<file path="src/hw/rtl/lsme_pkg.sv">
`timescale 1ns / 1ps
// ----------------------------------------------------------------------------
// lsme_pkg
// shared types and constants of the lsb message extractor
// ----------------------------------------------------------------------------
package lsme_pkg;

  // results one carrier byte can cause (a full held prefix)
  localparam int MAX_RESULTS = 4;
  localparam int RES_CNT_W   = $clog2(MAX_RESULTS + 1);
  localparam int RES_IDX_W   = $clog2(MAX_RESULTS);

  // result queue: one full batch plus one waiting result
  localparam int QUEUE_DEPTH = MAX_RESULTS + 1;

  localparam int TAG_LENGTH_DEF = 4;

  localparam logic [7:0]  HEADER_LENGTH_RST = 8'd54;
  localparam logic [31:0] TAG_WORD_RST      = 32'h424D503A;  // "BMP:"

  localparam int CFG_IDX_W = 2;

  typedef enum logic [CFG_IDX_W-1:0] {
    CFG_HEADER_LENGTH = 2'd0,
    CFG_TAG_WORD      = 2'd1
  } cfg_reg_e;

  typedef struct packed {
    logic [7:0] carrier_byte;
    logic       first_of_file;
    logic       last_of_file;
  } in_item_t;

  typedef struct packed {
    logic [7:0] message_char;
    logic       char_present;
    logic       message_end;
  } out_item_t;

  // results of one carrier byte, item[0] goes out first
  typedef struct packed {
    out_item_t [MAX_RESULTS-1:0] item;
    logic [RES_CNT_W-1:0]        count;
  } batch_t;

endpackage

</file>
<file path="src/hw/rtl/lsme_extract.sv">
`timescale 1ns / 1ps
// ----------------------------------------------------------------------------
// lsme_extract
// bit gathering, tag prefix handling and message end for one carrier byte
// ----------------------------------------------------------------------------
module lsme_extract #(
  parameter int TAG_LENGTH = lsme_pkg::TAG_LENGTH_DEF
) (
  input  logic               clk,
  input  logic               rst_n,
  input  logic               accept,
  input  lsme_pkg::in_item_t item,
  input  logic [7:0]         header_length,
  input  logic [31:0]        tag_word,
  output lsme_pkg::batch_t   batch
);

  localparam int HC_W = $clog2(TAG_LENGTH + 1);
  localparam int RC_W = lsme_pkg::RES_CNT_W;

  logic [7:0]      hdr_cnt_r, hdr_cnt_nxt;
  logic [7:0]      acc_r, acc_nxt;
  logic [2:0]      pos_r, pos_nxt;
  logic [HC_W-1:0] hcnt_r, hcnt_nxt;
  logic            pd_r, pd_nxt;
  logic            fin_r, fin_nxt;
  logic [7:0]      held_r   [TAG_LENGTH];
  logic [7:0]      held_nxt [TAG_LENGTH];

  // state as seen after a possible restart
  logic [7:0]      hdr_e, acc_e;
  logic [2:0]      pos_e;
  logic [HC_W-1:0] hcnt_e;
  logic            pd_e, fin_e;

  logic [7:0]      acc_new, ch;
  logic            char_done, zero_char, store, single, decide, match;
  logic            flush, finish;
  logic [HC_W-1:0] cnt_after;
  logic [RC_W-1:0] n;

  always_comb begin
    hdr_e  = item.first_of_file ? '0 : hdr_cnt_r;
    acc_e  = item.first_of_file ? '0 : acc_r;
    pos_e  = item.first_of_file ? '0 : pos_r;
    hcnt_e = item.first_of_file ? '0 : hcnt_r;
    pd_e   = item.first_of_file ? 1'b0 : pd_r;
    fin_e  = item.first_of_file ? 1'b0 : fin_r;

    hdr_cnt_nxt = hdr_e;
    acc_nxt     = acc_e;
    pos_nxt     = pos_e;
    hcnt_nxt    = hcnt_e;
    pd_nxt      = pd_e;
    fin_nxt     = fin_e;
    held_nxt    = held_r;

    acc_new   = acc_e | ({7'd0, item.carrier_byte[0]} << pos_e);
    ch        = acc_new;
    char_done = 1'b0;
    zero_char = 1'b0;
    store     = 1'b0;
    single    = 1'b0;
    decide    = 1'b0;
    match     = 1'b1;
    flush     = 1'b0;
    finish    = 1'b0;
    cnt_after = hcnt_e;
    n         = '0;
    batch     = '0;

    if (!fin_e) begin
      if (hdr_e < header_length) begin
        hdr_cnt_nxt = hdr_e + 8'd1;
      end else if (pos_e == 3'd7) begin
        char_done = 1'b1;
        acc_nxt   = '0;
        pos_nxt   = '0;
      end else begin
        acc_nxt = acc_new;
        pos_nxt = pos_e + 3'd1;
      end

      zero_char = char_done && (ch == 8'd0);
      store     = char_done && (ch != 8'd0) && !pd_e;
      single    = char_done && (ch != 8'd0) && pd_e;

      for (int k = 0; k < TAG_LENGTH; k++) begin
        if (store && hcnt_e == HC_W'(k)) begin
          held_nxt[k] = ch;
        end
      end
      cnt_after = hcnt_e + HC_W'(store);
      decide    = store && (cnt_after == HC_W'(TAG_LENGTH));

      for (int i = 0; i < TAG_LENGTH; i++) begin
        if (held_nxt[i] != tag_word[31 - 8 * i -: 8]) begin
          match = 1'b0;
        end
      end

      // held prefix goes out on a zero char, a mismatch, or file end
      flush  = (zero_char && !pd_e) || (decide && !match) ||
               (item.last_of_file && !zero_char && !(pd_e || decide));
      finish = zero_char || item.last_of_file;

      pd_nxt   = pd_e || decide;
      hcnt_nxt = (decide || flush) ? '0 : cnt_after;
      fin_nxt  = finish;

      if (flush) begin
        for (int k = 0; k < TAG_LENGTH; k++) begin
          if (HC_W'(k) < cnt_after) begin
            batch.item[k].message_char = held_nxt[k];
            batch.item[k].char_present = 1'b1;
          end
        end
        n = RC_W'(cnt_after);
      end else if (single) begin
        batch.item[0].message_char = ch;
        batch.item[0].char_present = 1'b1;
        n = RC_W'(1);
      end

      if (finish) begin
        if (n == '0) begin
          // bare end marker
          batch.item[0].message_end = 1'b1;
          n = RC_W'(1);
        end else begin
          for (int k = 0; k < lsme_pkg::MAX_RESULTS; k++) begin
            if (RC_W'(k) == n - RC_W'(1)) begin
              batch.item[k].message_end = 1'b1;
            end
          end
        end
      end
    end
    batch.count = n;
  end

  always_ff @(posedge clk) begin
    if (!rst_n) begin
      hdr_cnt_r <= '0;
      acc_r     <= '0;
      pos_r     <= '0;
      hcnt_r    <= '0;
      pd_r      <= 1'b0;
      fin_r     <= 1'b0;
    end else if (accept) begin
      hdr_cnt_r <= hdr_cnt_nxt;
      acc_r     <= acc_nxt;
      pos_r     <= pos_nxt;
      hcnt_r    <= hcnt_nxt;
      pd_r      <= pd_nxt;
      fin_r     <= fin_nxt;
    end
  end

  // held prefix store, only read where written this message
  always_ff @(posedge clk) begin
    if (accept) begin
      held_r <= held_nxt;
    end
  end

endmodule

</file>
<file path="src/hw/rtl/lsme_result_queue.sv">
`timescale 1ns / 1ps
// ----------------------------------------------------------------------------
// lsme_result_queue
// shifting result queue, takes a batch of results and sends one per transfer
// ----------------------------------------------------------------------------
module lsme_result_queue (
  input  logic                clk,
  input  logic                rst_n,
  input  logic                push,
  input  lsme_pkg::batch_t    batch,
  output logic                in_ready,
  output logic                out_valid,
  input  logic                out_ready,
  output lsme_pkg::out_item_t out_data
);

  localparam int DEPTH = lsme_pkg::QUEUE_DEPTH;
  localparam int CNT_W = $clog2(DEPTH + 1);
  localparam int IW    = lsme_pkg::RES_IDX_W;

  lsme_pkg::out_item_t slot_r   [DEPTH];
  lsme_pkg::out_item_t slot_nxt [DEPTH];
  lsme_pkg::out_item_t shifted  [DEPTH];
  logic [CNT_W-1:0]    cnt_r, cnt_nxt;
  logic [CNT_W-1:0]    base, push_n;
  logic                pop;
  int                  rel;

  assign out_valid = (cnt_r != '0);
  assign out_data  = slot_r[0];
  // room for a whole batch
  assign in_ready  = (cnt_r <= CNT_W'(DEPTH - lsme_pkg::MAX_RESULTS));

  always_comb begin
    rel    = 0;
    pop    = out_valid && out_ready;
    base   = cnt_r - CNT_W'(pop);
    push_n = push ? CNT_W'(batch.count) : '0;

    for (int j = 0; j < DEPTH - 1; j++) begin
      shifted[j] = pop ? slot_r[j + 1] : slot_r[j];
    end
    shifted[DEPTH-1] = slot_r[DEPTH-1];

    for (int j = 0; j < DEPTH; j++) begin
      rel = j - int'(base);
      if (rel >= 0 && rel < int'(push_n)) begin
        slot_nxt[j] = batch.item[rel[IW-1:0]];
      end else begin
        slot_nxt[j] = shifted[j];
      end
    end
    cnt_nxt = base + push_n;
  end

  always_ff @(posedge clk) begin
    if (!rst_n) begin
      cnt_r <= '0;
    end else begin
      cnt_r <= cnt_nxt;
    end
  end

  always_ff @(posedge clk) begin
    slot_r <= slot_nxt;
  end

endmodule

</file>
<file path="src/hw/rtl/lsb_stego_message_extract.sv">
`timescale 1ns / 1ps
// ----------------------------------------------------------------------------
// lsb_stego_message_extract
// pulls a hidden text message out of the low bits of a carrier byte stream
// ----------------------------------------------------------------------------
// usage
//   in_*   : one carrier byte per transfer, with first/last of file flags;
//            first_of_file restarts all extraction state
//   out_*  : message characters, one per transfer; message_end marks the
//            last result of a message, char_present = 0 for a bare end marker
//   cfg_*  : register writes (header length, tag word), always ready; write
//            only while no results are pending
// results: the results of a byte are registered into the result queue on its transfer
// throughput: one byte per cycle while each byte yields at most one result;
//   a byte that releases the held prefix yields up to four results, and
//   in_ready drops until the result queue is back to one entry or fewer
// stalls: a waiting result sits in a five-entry result queue, so one more
//   byte is still taken while out_ready is low; beyond that in_ready drops
// reset: header length 54, tag word "BMP:", queue empty, state as a fresh file
// ----------------------------------------------------------------------------
module lsb_stego_message_extract #(
  parameter int TAG_LENGTH = lsme_pkg::TAG_LENGTH_DEF
) (
  input  logic                            clk,
  input  logic                            rst_n,
  input  logic                            in_valid,
  output logic                            in_ready,
  input  lsme_pkg::in_item_t              in_data,
  output logic                            out_valid,
  input  logic                            out_ready,
  output lsme_pkg::out_item_t             out_data,
  input  logic                            cfg_valid,
  output logic                            cfg_ready,
  input  logic [lsme_pkg::CFG_IDX_W-1:0]  cfg_index,
  input  logic [31:0]                     cfg_data
);

  logic             in_xfer;
  logic [7:0]       header_length_r;
  logic [31:0]      tag_word_r;
  lsme_pkg::batch_t batch;

  assign cfg_ready = 1'b1;
  assign in_xfer   = in_valid && in_ready;

  // configuration registers
  always_ff @(posedge clk) begin
    if (!rst_n) begin
      header_length_r <= lsme_pkg::HEADER_LENGTH_RST;
      tag_word_r      <= lsme_pkg::TAG_WORD_RST;
    end else if (cfg_valid && cfg_ready) begin
      unique case (cfg_index)
        lsme_pkg::CFG_HEADER_LENGTH: header_length_r <= cfg_data[7:0];
        lsme_pkg::CFG_TAG_WORD:      tag_word_r      <= cfg_data;
        default: ;  // unknown index, write dropped
      endcase
    end
  end

  // per-byte extraction, results of the byte form one batch
  lsme_extract #(
    .TAG_LENGTH(TAG_LENGTH)
  ) u_extract (
    .clk          (clk),
    .rst_n        (rst_n),
    .accept       (in_xfer),
    .item         (in_data),
    .header_length(header_length_r),
    .tag_word     (tag_word_r),
    .batch        (batch)
  );

  // batch enters the queue on the byte transfer, drains one per out transfer
  lsme_result_queue u_queue (
    .clk      (clk),
    .rst_n    (rst_n),
    .push     (in_xfer),
    .batch    (batch),
    .in_ready (in_ready),
    .out_valid(out_valid),
    .out_ready(out_ready),
    .out_data (out_data)
  );

endmodule
</file>
<file path="config.mk">
export PLATFORM = sky130hd
export DESIGN_NAME = lsb_stego_message_extract
export DESIGN_NICKNAME = d
export VERILOG_FILES = /design/src/hw/rtl/lsme_pkg.sv /design/src/hw/rtl/lsme_extract.sv /design/src/hw/rtl/lsme_result_queue.sv /design/src/hw/rtl/lsb_stego_message_extract.sv
export SDC_FILE = /design/constraint.sdc
export NUM_CORES = 1
export LEC_CHECK = 0
export BUFFER_PORTS_ARGS = -buffer_cell sky130_fd_sc_hd__buf_2
export CORE_ASPECT_RATIO = 1.25
export CORE_UTILIZATION = 50
export DETAILED_ROUTE_END_ITERATION = 8
export GPL_ROUTABILITY_DRIVEN = 0
export PLACE_DENSITY = 0.67
export SLEW_MARGIN = 20
export SYNTH_ARGS = -nofsm -noshare
export SYNTH_HDL_FRONTEND = slang
export SYNTH_SLANG_ARGS = --single-unit
export TNS_END_PERCENT = 10
</file>
<file path="constraint.sdc">
create_clock -name clk -period 20.4 [get_ports clk]
set_clock_uncertainty 0.15 [all_clocks]
set_input_delay 4.08 -clock clk [delete_from_list [all_inputs] [get_ports clk]]
set_output_delay 4.08 -clock clk [all_outputs]
set_load 0.1 [all_outputs]
</file>
==> metrics <==
CTS Buf Count=17; # DRC=0; dpl cell area=0.00969 mm^2; clk sink count=149; die height=about 150 um; Final ANT Viol Nets=0; cts hold-fix bufs=0; Clock Power Share=0.209; Port-buffer cells=53; dpl hpwl=19.1 mm; initial core utilization=0.513; most used cell, CP=ha_1; Rows=55; die footprint=0.0192 mm^2; worst relative slew slack=0.298; period utilisation layout=0.591; setup_tns=0 ns; async set-reset flop share out of synthesis=0; Vias=8173; Final Util=0.565; Final Max Tran Viols=0; post-route cell area=between 0.01 and 0.015 mm^2; mean number of vias per cell=6.28; Crit Path Category=primary input to register; Worst Tran Pin Value=1.05 ns; CP Data Arrival Time=between 10 and 15 ns; worst vdd ir=90.6 uV; min-delay worst type=register to register; final setup violation count=0; share of layout cells above drive strength 1=0.127; sw power=670 uW; outcome=finished clean; Final Hold Viols=0; Iter 0 DRT Violations=~900; I/O Pins=62; number of library cell types mapped by synthesis=86; pin count of the biggest net entering global routing=68; Seq pwr share=0.322; Syn Area/Cell=between 9 and 10 um^2; PD cells=between 100 and 150 mW/mm^2; CTS clk-pin slew, worst paths=0.06 ns; worst endpoint required time=approximately 20 ns; endpoint class of the critical path=register; leakage power=3.74 nW; slowest CP cell=and3_1; diode count=0; Critical Path Source Type=primary input; Max Buffers Root-to-Sink=2; CTS tree=yes; total congestion overflow=0; core area=0.0182 mm^2; sequential area share after synthesis=0.407; Cell Area, Synth=0.00935 mm^2; vias in the first global route=approximately 7.7k; Nets=about 1.1k; area grow syn2layout=10.2%; initial antenna violation count=0; Worst path max stage delay=0.75 ns; Total GRT Usage=0.276; Gate power share=0.469; Max FO, Critical Path=48; H-tree depth=4; FMAX=0.0829 GHz; switching share of power=0.440; Die W=124 um; filler cell count=1625; synthesized instance count=1032; synth warn=0; global-route wire length before repair=41.9 mm; crit path time final=12.06 ns; DRT Wirelength=around 26 mm; CTS root buf=clkbuf_16; clock latency on the worst-skew pair=0.44 ns; Max-cap violations=0; Seq cells post-synth=149; DR WL/cell=just over 20 um; Post-Syn Nets=1116; internal power=851 uW; Most used DFF post-synth=edfxtp_1; CTS resizes=0; RSZ-0062 raised after global routing=no; setup bufs post-CTS=0; EDFF count, synth=82; 1st-pass router iterations=5
[registers in the layout, indices dropped and copies added, names as in the netlist]
register	cells
header_length_r	8
tag_word_r	32
u_extract.acc_r	8
u_extract.fin_r	1
u_extract.hcnt_r	3
u_extract.hdr_cnt_r	8
u_extract.held_r	32
u_extract.pd_r	1
u_extract.pos_r	3
u_queue.cnt_r	3
u_queue.out_data	10
u_queue.shifted	10
u_queue.slot_r	30
[cell usage after synthesis (all sizes together), types with 6 or more instances]
library cell,instances,area share
ha,33,0.044
nor4b,6,0.0076
o211ai,12,0.0096
o21ai,49,0.026
nand3,28,0.016
and3,7,0.0047
a21boi,27,0.023
edfxtp,82,0.26
a22oi,25,0.020
dfxtp,67,0.14
a31oi,21,0.014
nand4,7,0.0054
a221oi,12,0.011
o21bai,6,0.0064
a222oi,8,0.0086
and2,9,0.0060
xnor2,21,0.020
inv,51,0.020
nor2b,49,0.033
a211oi,8,0.0064
nor3,33,0.019
nor4,7,0.0076
nor2,67,0.028
a21oi,36,0.019
o221ai,9,0.0084
or3,7,0.0047
o31ai,7,0.0056
mux2i,14,0.015
xor2,10,0.0094
o22ai,19,0.013
mux2,13,0.016
nand2,150,0.060
clkbuf,29,0.012
buf,27,0.019
[cell usage in the layout, fill, tap and decap left out, drive strengths merged, types with 36 or more instances in the layout]
| master | count |
|---|---|
| nor2b | 49 |
| dfxtp | 67 |
| buf | 65 |
| a21oi | 36 |
| inv | 56 |
| nand2 | 150 |
| edfxtp | 82 |
| nor2 | 67 |
| o21ai | 49 |
[routing by layer]
metal  wire length, um  part of all wire  global-route usage
met5                 0                 0                   0
met2             12400              0.48               0.456
met3              1560             0.060              0.0492
met1             11200              0.43               0.349
met4              1020             0.039               0.135
[area by class of cell]
| cell class | instances | area (um^2) | area share |
|---|---|---|---|
| Multi-Input combinational cell | 774 | 5050 | 0.491 |
| Sequential cell | 149 | 3800 | 0.369 |
| Clock buffer | 22 | 509 | 0.0495 |
| Timing Repair Buffer | 65 | 363 | 0.0352 |
| Tap cell | 228 | 285 | 0.0277 |
| Inverter | 53 | 199 | 0.0193 |
| Clock inverter | 10 | 81.3 | 0.00790 |
[critical path: cells and delay by family]
| kind | cells | cell delay [ns] |
|---|---|---|
| multiplexers | 1 | 0.27 |
| XOR/XNOR | 1 | 0.52 |
| AND/OR/NAND/NOR | 12 | 3.04 |
| adder cells (fa/ha/maj) | 6 | 1.56 |
| AO/OA/AOI/OAI | 6 | 1.54 |
| buffers and inverters | 4 | 1.02 |
[logic make-up (layout without fill, tap and decap cells)]
logic type	count (synthesis)	after routing	share of synthesized area
and+or+nand+nor	398	398	0.216
AOI/OAI and AO/OA	282	282	0.216
DFF	149	149	0.407
buffers and inverters	109	150	0.0523
adders and majority gates	35	35	0.0485
xor gates and xnor gates	31	31	0.0290
muxes	27	27	0.0307
other	1	1	0.000401
[final timing paths]
| kind | endpoint | cells past startpoint | slack (ns) | start |
|---|---|---|---|---|
| setup reg to reg | u_queue.slot_r[14] | 29 | 12.15 | u_extract.hdr_cnt_r[3] |
| hold / removal | tag_word_r[11] | 2 | 0.32 | tag_word_r[11] |
| setup / recovery | u_queue.slot_r[14] | 30 | 8.34 | in_data[1] |
| hold reg to reg | tag_word_r[11] | 2 | 0.32 | tag_word_r[11] |
[power by group through the flow]
stage               sequential (mW)  combinational (mW)  clock (mW)
finish                        0.490               0.713       0.317
floorplan                     0.567               0.464           0
detailed placement            0.495               0.708           0
global placement              0.493               0.693           0
CTS                           0.489               0.708       0.319
global route                  0.496               0.780       0.330
[stage by stage]
step / std cells / hold WS [ns] / setup slack, ns / total power [mW]
after floorplan: 1032 / 0.293 / 9.09 / 1.03
after global placement: 1268 / 0.309 / 8.13 / 1.19
after detailed placement: 1268 / 0.320 / 8.03 / 1.20
after CTS: 1300 / 0.329 / 8.42 / 1.52
after global routing: 1301 / 0.360 / 7.71 / 1.61
final: 1301 / 0.322 / 8.34 / 1.52
No activity file was read; power rests on OpenSTA's default activity.
